$ cat src/hdl/lcd_pkg.sv
// lcd_pkg: shared types, command codes and the power-up byte table
// for the lcd command byte stream block; no dependencies
`default_nettype none

package lcd_pkg;

  // item kinds on the input channel
  typedef enum logic [1:0] {
    KIND_INIT   = 2'd0,
    KIND_WINDOW = 2'd1,
    KIND_PIXEL  = 2'd2,
    KIND_NONE   = 2'd3
  } kind_t;

  // controller command codes used by the window sequence
  localparam logic [7:0] CMD_CASET = 8'h2A;
  localparam logic [7:0] CMD_RASET = 8'h2B;
  localparam logic [7:0] CMD_RAMWR = 8'h2C;

  // bytes emitted per item kind
  localparam int INIT_LEN = 60;
  localparam int WIN_LEN  = 11;
  localparam int PIX_LEN  = 2;

  // queue between the front and back parts
  localparam int QDEPTH = 4;
  localparam int QPW    = $clog2(QDEPTH);

  // classified item: window carries col_s, col_e, row_s, row_e in w0..w3,
  // pixel carries its color in w0
  typedef struct packed {
    kind_t       kind;
    logic [15:0] w0;
    logic [15:0] w1;
    logic [15:0] w2;
    logic [15:0] w3;
  } item_t;

  // queue status toward both neighbors
  typedef struct packed {
    logic full;
    logic empty;
  } q_stat_t;

  // power-up table entry: bit 8 set means data byte, clear means command
  function automatic logic [8:0] init_entry(input logic [5:0] idx);
    logic [8:0] e;
    case (idx)
      6'd0:  e = 9'h036;  6'd1:  e = 9'h100;
      6'd2:  e = 9'h03A;  6'd3:  e = 9'h105;
      6'd4:  e = 9'h0B2;  6'd5:  e = 9'h10C;  6'd6:  e = 9'h10C;
      6'd7:  e = 9'h100;  6'd8:  e = 9'h133;  6'd9:  e = 9'h133;
      6'd10: e = 9'h0B7;  6'd11: e = 9'h135;
      6'd12: e = 9'h0BB;  6'd13: e = 9'h119;
      6'd14: e = 9'h0C0;  6'd15: e = 9'h12C;
      6'd16: e = 9'h0C2;  6'd17: e = 9'h101;
      6'd18: e = 9'h0C3;  6'd19: e = 9'h112;
      6'd20: e = 9'h0C4;  6'd21: e = 9'h120;
      6'd22: e = 9'h0C6;  6'd23: e = 9'h10F;
      6'd24: e = 9'h0D0;  6'd25: e = 9'h1A4;  6'd26: e = 9'h1A1;
      6'd27: e = 9'h0E0;  6'd28: e = 9'h1D0;  6'd29: e = 9'h104;
      6'd30: e = 9'h10D;  6'd31: e = 9'h111;  6'd32: e = 9'h113;
      6'd33: e = 9'h12B;  6'd34: e = 9'h13F;  6'd35: e = 9'h154;
      6'd36: e = 9'h14C;  6'd37: e = 9'h118;  6'd38: e = 9'h10D;
      6'd39: e = 9'h10B;  6'd40: e = 9'h11F;  6'd41: e = 9'h123;
      6'd42: e = 9'h0E1;  6'd43: e = 9'h1D0;  6'd44: e = 9'h104;
      6'd45: e = 9'h10C;  6'd46: e = 9'h111;  6'd47: e = 9'h113;
      6'd48: e = 9'h12C;  6'd49: e = 9'h13F;  6'd50: e = 9'h144;
      6'd51: e = 9'h151;  6'd52: e = 9'h12F;  6'd53: e = 9'h11F;
      6'd54: e = 9'h11F;  6'd55: e = 9'h120;  6'd56: e = 9'h123;
      6'd57: e = 9'h021;  6'd58: e = 9'h011;  6'd59: e = 9'h029;
      default: e = 9'h000;
    endcase
    return e;
  endfunction

endpackage

`default_nettype wire

$ cat src/hdl/lcd_ifs.sv
// lcd_in_if, lcd_out_if: valid/ready channels for requests and output bytes
// no dependencies
`default_nettype none

interface lcd_in_if;
  logic        valid;
  logic        ready;
  logic [1:0]  kind;
  logic [15:0] start_index;
  logic [15:0] pixel_count;
  logic [15:0] pixel;

  modport source (output valid, kind, start_index, pixel_count, pixel, input ready);
  modport sink (input valid, kind, start_index, pixel_count, pixel, output ready);
endinterface

interface lcd_out_if;
  logic       valid;
  logic       ready;
  logic [7:0] out_byte;
  logic       is_data;
  logic       last;

  modport source (output valid, out_byte, is_data, last, input ready);
  modport sink (input valid, out_byte, is_data, last, output ready);
endinterface

`default_nettype wire

$ cat src/hdl/lcd_command_byte_stream.sv
// lcd_command_byte_stream: one output byte per cycle while the output is not stalled;
// a pixel item is 2 bytes, a window item 11 and an init item 60.
// A pixel or init item is pushed to the queue on acceptance; a window item first passes
// a multiply/remainder pass for its start index, another for its end index and a push state;
// input waits while a window is being computed and while the 4-entry queue is full.
// Reset (synchronous, rst_n low) empties the queue and the output stage.
`default_nettype none

module lcd_command_byte_stream #(
  parameter int PANEL_WIDTH  = 240,
  parameter int PANEL_HEIGHT = 240
) (
  input  wire          clk,
  input  wire          rst_n,
  lcd_in_if.sink       in_chan,
  lcd_out_if.source    out_chan
);

  lcd_pkg::q_stat_t  q_stat;
  lcd_pkg::item_t    push_item;
  lcd_pkg::item_t    head;
  logic              push;
  logic              pop;

  // request side: accept, classify, compute window bounds
  lcd_front #(
    .PANEL_WIDTH  (PANEL_WIDTH),
    .PANEL_HEIGHT (PANEL_HEIGHT)
  ) u_front (
    .clk       (clk),
    .rst_n     (rst_n),
    .in_chan   (in_chan),
    .q_stat    (q_stat),
    .push      (push),
    .push_item (push_item)
  );

  // decoupling queue
  lcd_queue u_queue (
    .clk       (clk),
    .rst_n     (rst_n),
    .push      (push),
    .push_item (push_item),
    .pop       (pop),
    .q_stat    (q_stat),
    .head      (head)
  );

  // byte side: sequence bytes into the output register
  lcd_back u_back (
    .clk      (clk),
    .rst_n    (rst_n),
    .q_stat   (q_stat),
    .head     (head),
    .pop      (pop),
    .out_chan (out_chan)
  );

  // queue never written while full
  a_no_overflow: assert property (@(posedge clk) disable iff (!rst_n)
    q_stat.full |-> !push)
    else $error("queue written while full");

  // queue never read while empty
  a_no_underflow: assert property (@(posedge clk) disable iff (!rst_n)
    q_stat.empty |-> !pop)
    else $error("queue read while empty");

  // output stage is empty right after reset
  a_reset_clear: assert property (@(posedge clk)
    !rst_n |=> !out_chan.valid)
    else $error("output valid after reset");

endmodule

`default_nettype wire

$ cat src/hdl/lcd_front.sv
// lcd_front: accepts requests, turns window bounds into column/row with a
// reciprocal multiply and pushes classified items; depends on lcd_pkg, lcd_ifs
`default_nettype none

module lcd_front #(
  parameter int PANEL_WIDTH  = 240,
  parameter int PANEL_HEIGHT = 240
) (
  input  wire                   clk,
  input  wire                   rst_n,
  lcd_in_if.sink                in_chan,
  input  wire lcd_pkg::q_stat_t q_stat,
  output logic                  push,
  output lcd_pkg::item_t        push_item
);

  // index / PANEL_WIDTH as (index * RECIP) >> SH, exact for 17-bit indexes
  localparam int NUMW = 17;
  localparam int MW   = 18;
  localparam int PW   = NUMW + MW;
  localparam int SH   = NUMW + $clog2(PANEL_WIDTH);
  localparam longint unsigned RECIP_L =
    ((64'd1 << SH) + 64'(PANEL_WIDTH) - 64'd1) / 64'(PANEL_WIDTH);
  localparam logic [MW-1:0] RECIP = MW'(RECIP_L);

  typedef enum logic [2:0] {
    F_IDLE,
    F_MUL_S,
    F_REM_S,
    F_MUL_E,
    F_REM_E,
    F_PUSH
  } fstate_t;

  fstate_t          state_r, state_nxt;
  logic [NUMW-1:0]  num_r, num_nxt;
  logic [NUMW-1:0]  end_r, end_nxt;
  logic [PW-1:0]    prod_r, prod_nxt;
  logic [15:0]      col_s_r, col_s_nxt;
  logic [15:0]      row_s_r, row_s_nxt;
  logic [15:0]      col_e_r, col_e_nxt;
  logic [15:0]      row_e_r, row_e_nxt;

  logic [NUMW-1:0]  quo_c;
  logic [NUMW-1:0]  rem_c;
  logic [15:0]      row_c;
  logic [15:0]      cnt_fix;
  logic [NUMW-1:0]  end_idx;
  logic             accept;

  // quotient, remainder and clamped row from the registered product
  always_comb begin
    quo_c = NUMW'(prod_r >> SH);
    rem_c = num_r - NUMW'(quo_c * NUMW'(PANEL_WIDTH));
    if (quo_c > NUMW'(PANEL_HEIGHT - 1)) begin
      row_c = 16'(PANEL_HEIGHT - 1);
    end else begin
      row_c = quo_c[15:0];
    end
  end

  // end index, a zero count counts as one
  always_comb begin
    cnt_fix = (in_chan.pixel_count == 16'd0) ? 16'd1 : in_chan.pixel_count;
    end_idx = {1'b0, in_chan.start_index} + {1'b0, cnt_fix} - 17'd1;
  end

  assign in_chan.ready = (state_r == F_IDLE) && !q_stat.full;
  assign accept        = in_chan.valid && in_chan.ready;

  // next state, bound computation and queue push
  always_comb begin
    state_nxt = state_r;
    num_nxt   = num_r;
    end_nxt   = end_r;
    prod_nxt  = prod_r;
    col_s_nxt = col_s_r;
    row_s_nxt = row_s_r;
    col_e_nxt = col_e_r;
    row_e_nxt = row_e_r;
    push      = 1'b0;
    push_item = '{kind: lcd_pkg::kind_t'(in_chan.kind), w0: in_chan.pixel,
                  w1: 16'd0, w2: 16'd0, w3: 16'd0};
    unique case (state_r)
      F_IDLE: begin
        if (accept) begin
          unique case (lcd_pkg::kind_t'(in_chan.kind)) inside
            lcd_pkg::KIND_INIT, lcd_pkg::KIND_PIXEL: begin
              push = 1'b1;
            end
            lcd_pkg::KIND_WINDOW: begin
              num_nxt   = {1'b0, in_chan.start_index};
              end_nxt   = end_idx;
              state_nxt = F_MUL_S;
            end
            default: ;
          endcase
        end
      end
      F_MUL_S: begin
        prod_nxt  = PW'(num_r) * PW'(RECIP);
        state_nxt = F_REM_S;
      end
      F_REM_S: begin
        // capture start bounds and load the end index
        col_s_nxt = 16'(rem_c);
        row_s_nxt = row_c;
        num_nxt   = end_r;
        state_nxt = F_MUL_E;
      end
      F_MUL_E: begin
        prod_nxt  = PW'(num_r) * PW'(RECIP);
        state_nxt = F_REM_E;
      end
      F_REM_E: begin
        col_e_nxt = 16'(rem_c);
        row_e_nxt = row_c;
        state_nxt = F_PUSH;
      end
      F_PUSH: begin
        push_item = '{kind: lcd_pkg::KIND_WINDOW, w0: col_s_r, w1: col_e_r,
                      w2: row_s_r, w3: row_e_r};
        if (!q_stat.full) begin
          push      = 1'b1;
          state_nxt = F_IDLE;
        end
      end
      default: state_nxt = F_IDLE;
    endcase
  end

  // state and bound registers
  always_ff @(posedge clk) begin
    if (!rst_n) begin
      state_r <= F_IDLE;
    end else begin
      state_r <= state_nxt;
    end
    num_r   <= num_nxt;
    end_r   <= end_nxt;
    prod_r  <= prod_nxt;
    col_s_r <= col_s_nxt;
    row_s_r <= row_s_nxt;
    col_e_r <= col_e_nxt;
    row_e_r <= row_e_nxt;
  end

endmodule

`default_nettype wire

$ cat src/hdl/lcd_queue.sv
// lcd_queue: small register queue of classified items between front and back
// depends on lcd_pkg
`default_nettype none

module lcd_queue (
  input  wire                  clk,
  input  wire                  rst_n,
  input  wire                  push,
  input  wire lcd_pkg::item_t  push_item,
  input  wire                  pop,
  output lcd_pkg::q_stat_t     q_stat,
  output lcd_pkg::item_t       head
);

  localparam int QD  = lcd_pkg::QDEPTH;
  localparam int QPW = lcd_pkg::QPW;

  lcd_pkg::item_t    mem_r [QD];
  logic [QPW-1:0]    wr_ptr_r, rd_ptr_r;
  logic [QPW:0]      count_r;

  assign q_stat.full  = (count_r == (QPW+1)'(QD));
  assign q_stat.empty = (count_r == '0);
  assign head         = mem_r[rd_ptr_r];

  // pointers and fill count
  always_ff @(posedge clk) begin
    if (!rst_n) begin
      wr_ptr_r <= '0;
      rd_ptr_r <= '0;
      count_r  <= '0;
    end else begin
      if (push) begin
        wr_ptr_r <= wr_ptr_r + QPW'(1);
      end
      if (pop) begin
        rd_ptr_r <= rd_ptr_r + QPW'(1);
      end
      case ({push, pop})
        2'b10:   count_r <= count_r + (QPW+1)'(1);
        2'b01:   count_r <= count_r - (QPW+1)'(1);
        default: count_r <= count_r;
      endcase
    end
  end

  // entry storage
  always_ff @(posedge clk) begin
    if (push) begin
      mem_r[wr_ptr_r] <= push_item;
    end
  end

endmodule

`default_nettype wire

$ cat src/hdl/lcd_back.sv
// lcd_back: walks the head item byte by byte into a registered output stage
// depends on lcd_pkg, lcd_ifs
`default_nettype none

module lcd_back (
  input  wire                   clk,
  input  wire                   rst_n,
  input  wire lcd_pkg::q_stat_t q_stat,
  input  wire lcd_pkg::item_t   head,
  output logic                  pop,
  lcd_out_if.source             out_chan
);

  // window byte positions that carry commands
  localparam logic [5:0] WS_CASET = 6'd0;
  localparam logic [5:0] WS_RASET = 6'd5;
  localparam logic [5:0] WS_RAMWR = 6'd10;

  logic [5:0]  step_r, step_nxt;
  logic        valid_r;
  logic [7:0]  byte_r;
  logic        data_r;
  logic        last_r;

  logic        load;
  logic [7:0]  byte_c;
  logic        data_c;
  logic        last_c;
  logic [15:0] word_c;
  logic        hi_c;
  logic [8:0]  ent;

  assign load = !q_stat.empty && (!valid_r || out_chan.ready);
  assign ent  = lcd_pkg::init_entry(step_r);

  // pick the 16-bit bound for the current window byte
  always_comb begin
    case (step_r) inside
      6'd1, 6'd2: word_c = head.w0;
      6'd3, 6'd4: word_c = head.w1;
      6'd6, 6'd7: word_c = head.w2;
      default:    word_c = head.w3;
    endcase
  end

  // first byte of each bound is its high byte
  assign hi_c = (step_r == 6'd1) || (step_r == 6'd3) || (step_r == 6'd6) ||
                (step_r == 6'd8);

  // byte decoder per item kind
  always_comb begin
    byte_c = 8'h00;
    data_c = 1'b1;
    last_c = 1'b0;
    unique case (head.kind)
      lcd_pkg::KIND_INIT: begin
        byte_c = ent[7:0];
        data_c = ent[8];
        last_c = (step_r == 6'(lcd_pkg::INIT_LEN - 1));
      end
      lcd_pkg::KIND_WINDOW: begin
        last_c = (step_r == 6'(lcd_pkg::WIN_LEN - 1));
        if (step_r == WS_CASET) begin
          byte_c = lcd_pkg::CMD_CASET;
          data_c = 1'b0;
        end else if (step_r == WS_RASET) begin
          byte_c = lcd_pkg::CMD_RASET;
          data_c = 1'b0;
        end else if (step_r == WS_RAMWR) begin
          byte_c = lcd_pkg::CMD_RAMWR;
          data_c = 1'b0;
        end else begin
          byte_c = hi_c ? word_c[15:8] : word_c[7:0];
        end
      end
      lcd_pkg::KIND_PIXEL: begin
        byte_c = (step_r == 6'd0) ? head.w0[15:8] : head.w0[7:0];
        last_c = (step_r == 6'(lcd_pkg::PIX_LEN - 1));
      end
      default: begin
        last_c = 1'b1;
      end
    endcase
  end

  assign pop      = load && last_c;
  assign step_nxt = pop ? 6'd0 : (load ? step_r + 6'd1 : step_r);

  assign out_chan.valid    = valid_r;
  assign out_chan.out_byte = byte_r;
  assign out_chan.is_data  = data_r;
  assign out_chan.last     = last_r;

  // step counter and output valid
  always_ff @(posedge clk) begin
    if (!rst_n) begin
      step_r  <= 6'd0;
      valid_r <= 1'b0;
    end else begin
      step_r <= step_nxt;
      if (load) begin
        valid_r <= 1'b1;
      end else if (out_chan.ready) begin
        valid_r <= 1'b0;
      end
    end
  end

  // output payload
  always_ff @(posedge clk) begin
    if (load) begin
      byte_r <= byte_c;
      data_r <= data_c;
      last_r <= last_c;
    end
  end

endmodule

`default_nettype wire
$ cat src/flat_wrapper.sv
// flat-port wrapper written by rule: the top's interface ports become plain ports
module lcd_command_byte_stream_flat 
#(
  parameter int PANEL_WIDTH  = 240,
  parameter int PANEL_HEIGHT = 240
)
  (clk, rst_n, in_chan_valid, in_chan_kind, in_chan_start_index, in_chan_pixel_count, in_chan_pixel, in_chan_ready, out_chan_valid, out_chan_out_byte, out_chan_is_data, out_chan_last, out_chan_ready);
  lcd_in_if in_chan_i ();
  lcd_out_if out_chan_i ();
  input  wire clk;
  input  wire rst_n;
  input wire logic [$bits(in_chan_i.valid)-1:0] in_chan_valid;
  input wire logic [$bits(in_chan_i.kind)-1:0] in_chan_kind;
  input wire logic [$bits(in_chan_i.start_index)-1:0] in_chan_start_index;
  input wire logic [$bits(in_chan_i.pixel_count)-1:0] in_chan_pixel_count;
  input wire logic [$bits(in_chan_i.pixel)-1:0] in_chan_pixel;
  output wire logic [$bits(in_chan_i.ready)-1:0] in_chan_ready;
  output wire logic [$bits(out_chan_i.valid)-1:0] out_chan_valid;
  output wire logic [$bits(out_chan_i.out_byte)-1:0] out_chan_out_byte;
  output wire logic [$bits(out_chan_i.is_data)-1:0] out_chan_is_data;
  output wire logic [$bits(out_chan_i.last)-1:0] out_chan_last;
  input wire logic [$bits(out_chan_i.ready)-1:0] out_chan_ready;
  assign in_chan_i.valid = in_chan_valid;
  assign in_chan_i.kind = in_chan_kind;
  assign in_chan_i.start_index = in_chan_start_index;
  assign in_chan_i.pixel_count = in_chan_pixel_count;
  assign in_chan_i.pixel = in_chan_pixel;
  assign in_chan_ready = in_chan_i.ready;
  assign out_chan_valid = out_chan_i.valid;
  assign out_chan_out_byte = out_chan_i.out_byte;
  assign out_chan_is_data = out_chan_i.is_data;
  assign out_chan_last = out_chan_i.last;
  assign out_chan_i.ready = out_chan_ready;
  lcd_command_byte_stream #(.PANEL_WIDTH(PANEL_WIDTH), .PANEL_HEIGHT(PANEL_HEIGHT)) u_core (.clk(clk), .rst_n(rst_n), .in_chan(in_chan_i), .out_chan(out_chan_i));
endmodule
$ cat config.mk
export PLATFORM = sky130hd
export DESIGN_NAME = lcd_command_byte_stream_flat
export DESIGN_NICKNAME = d
export VERILOG_FILES = /design/src/hdl/lcd_pkg.sv /design/src/hdl/lcd_ifs.sv /design/src/hdl/lcd_command_byte_stream.sv /design/src/hdl/lcd_front.sv /design/src/hdl/lcd_queue.sv /design/src/hdl/lcd_back.sv /design/src/flat_wrapper.sv
export SDC_FILE = /design/constraint.sdc
export NUM_CORES = 1
export LEC_CHECK = 0
export ABC_AREA = 1
export BUFFER_PORTS_ARGS = -buffer_cell sky130_fd_sc_hd__buf_2
export CORE_ASPECT_RATIO = 0.8
export CORE_UTILIZATION = 60
export CTS_CLUSTER_DIAMETER = 50
export DETAILED_ROUTE_END_ITERATION = 12
export PLACE_DENSITY = 0.82
export SYNTH_ARGS = -nofsm -noshare
export SYNTH_HDL_FRONTEND = slang
export SYNTH_SLANG_ARGS = --single-unit
$ cat constraint.sdc
create_clock -name clk -period 8.05 [get_ports clk]
set_input_delay 0.4025 -clock clk [delete_from_list [all_inputs] [get_ports clk]]
set_output_delay 0.4025 -clock clk [all_outputs]
set_load 0.005 [all_outputs]
==> reports/summary.txt <==
Worst Hold Class: primary input to flip-flop
Horiz. Die Dim: 209.8 um
CP endpoint kind: flip-flop
Yosys reg bits: 350
H-Tree Depth: 2
Max Slew Vio Count: 0
Total GRT Usage: 29.26%
final worst-path cycle share: 62.02%
crit path time final: 4993 ps
nets: 2,435
Seq/Total Area, Yosys: 49.36%
grt ovf: 0
top_reg_cell synth: edfxtp_1
hpwl dp: 35.67 mm
CTS tree: built
outcome: complete, no violations
Resized cells post-CTS: 0
clock sinks: 350
WP data required: 8340 ps
fraction of layout cells with a size suffix above 1: 9.838%
Synth Instances: 2,073
Post CTS Setup Buffer Count: 0
Final GP Congestion: 0.9415
Syn-to-layout area delta: 9.738%
Async S/R FF share, synth: 0%
Mean Syn Cell Area: 9.998 um2
R2R depth: 20
total routed wirelength: 50.67 mm
Core Rows: 60
routed via count: 15,310
starting density of the core: 61.35%
DIE AREA: 0.03529 mm2
# port buffers: 65
startpoint types: flip-flop
antenna violations before repair: 0
setup TNS: 0 ps
Reg clk slew, reported paths: 60 ps
commonest non-fill, non-tap cell in the layout: edfxtp_1
cell depth of the worst min-delay path: 4
vias per cell: 5.891
Synth Warn #: 0
DR WL/cell: 19.50 um
Boundary Pins: 66
first-pass GRT wire length: 79.67 mm
Hold Fails Final Rpt: 0
Max Clock Skew: 11.59 ps
Syn Nets: 2,374
worst-case clock buffer depth: 3
worst-path fanout max: 6
die extent in y: 168.2 um
FMAX: 200.3 MHz
critical path arrival: 5280 ps
Synth Cell Area: 0.02072 mm2
Ant. Diodes: 0
most frequent cells in the layout: 322 x edfxtp_1, 316 x nand2_1, 300 x inv_1
Num CTS Buffers: 40
DRT antenna net count: 0
Starting DRT DRC Count: 1,543
largest net degree at the start of global routing: 74
Clock Latency Late Sink: 540 ps
vias in the first global route: 15,090
RSZ-0062 raised after global routing: no
CTS Hold Bufs: 0
relative slew slack: 40.17%
Crit Path Class: flip-flop to flip-flop
Pre-Repair DR Iteration Count: 6
final setup vio count: 0
number of synthesized flops with an enable pin: 322
Root Driver: clkbuf_16
worst slew pin tran: 897.4 ps
max-cap check violation count: 0
CORE AREA: 0.03378 mm2
Synth cell types: 56
Remaining DRCs: 0
## per-stage QoR
step                instances  util (%)  cell area, um2  hold WS, ps  worst slack (ps)
global placement         2526     63.48           21450        450.3              3177
finish                   2599     67.32           22740        216.7              3057
global route             2599     67.32           22740        220.4              2787
detailed placement       2526     63.48           21450        467.9              3102
floorplan                2073         -           20720        436.3              3463
CTS                      2599     67.32           22740        204.0              3091
## worst paths after layout
kind                                                  from                         end  slack, ps
worst max-delay path              u_core.u_front.num_r[15]   u_core.u_front.prod_r[33]       3060
worst min-delay path                         in_chan_valid  u_core.u_queue.wr_ptr_r[0]        220
worst max register to register    u_core.u_front.num_r[15]   u_core.u_front.prod_r[33]       3060
worst min register to register  u_core.u_queue.rd_ptr_r[1]  u_core.u_queue.rd_ptr_r[1]        480
## registers in the layout (all words and copies together) (netlist names), 8 cells and up, named ones only
name / count
u_core.u_front.num_r: 17
u_core.u_front.col_s_r: 16
u_core.u_front.col_e_r: 16
u_core.u_back.ent: 9
u_core.u_front.row_s_r: 10
u_core.u_back.out_chan.out_byte: 8
u_core.u_front.end_r: 17
u_core.u_front.row_e_r: 10
u_core.u_queue.mem_r: 216
u_core.u_front.prod_r: 10
## cells in the mapped netlist (all sizes together) (7+ instances only)
| cell type | n | area share, % |
|---|---|---|
| ha | 191 | 12 |
| a21oi | 103 | 2.5 |
| nor3 | 14 | 0.39 |
| buf | 25 | 0.76 |
| mux2 | 16 | 0.87 |
| fa | 56 | 5.4 |
| a21o | 7 | 0.25 |
| nor2 | 202 | 3.7 |
| or2 | 18 | 0.54 |
| o22ai | 22 | 0.66 |
| edfxtp | 322 | 47 |
| nand2 | 321 | 5.9 |
| nor4 | 7 | 0.21 |
| xnor2 | 18 | 0.76 |
| nand4 | 22 | 0.66 |
| xor2 | 27 | 1.1 |
| dfxtp | 28 | 2.7 |
| a31oi | 14 | 0.42 |
| o211ai | 11 | 0.40 |
| nand3 | 114 | 2.9 |
| clkbuf | 35 | 0.63 |
| o21ai | 133 | 3.3 |
| inv | 313 | 5.7 |
## metal layers
layer / routed length, um / GRT usage [%]
met1: 21430 / 40.15
met2: 23380 / 46.93
met3: 4740 / 6.641
met4: 1122 / 8.220
met5: 0 / 0
## kinds of logic (layout without fill, tap and decap cells)
| kind of cell | count (synthesis) | count (layout) | share of synthesized area, % |
|---|---|---|---|
| AND/OR/NAND/NOR | 704 | 704 | 14.51 |
| multiplexers | 16 | 16 | 0.8693 |
| adder cells (fa/ha/maj) | 247 | 247 | 16.94 |
| buffers and inverters | 376 | 468 | 7.118 |
| AO/OA/AOI/OAI | 335 | 335 | 9.297 |
| XOR/XNOR | 45 | 45 | 1.902 |
| flip-flops | 350 | 350 | 49.36 |
## critical path, cell delays in order, from the launching register on
cell,delay [ps]
edfxtp_1,470
inv_1,80
ha_1,210
ha_1,170
or2_2,280
fa_1,490
inv_1,70
fa_1,480
fa_1,550
inv_1,60
fa_1,470
ha_1,330
a21oi_1,200
nor2_1,60
nor2_1,120
o21ai_0,100
inv_1,80
nor2_1,40
a221oi_1,280
a21o_1,160
nand2_1,50
## layout make-up
| class | count | area, um2 |
|---|---|---|
| clock buffer | 48 | 1074 |
| clock inverter | 25 | 224.0 |
| fill | 2492 | 11040 |
| inverter | 316 | 1186 |
| multi-input combinational | 1347 | 9055 |
| sequential | 350 | 10230 |
| tap | 434 | 543.0 |
| timing repair buffer | 79 | 430.4 |
Power is left out: the tool's default activity adds up to more than one toggle a clock period on the data nets, which glitch-free logic cannot reach.
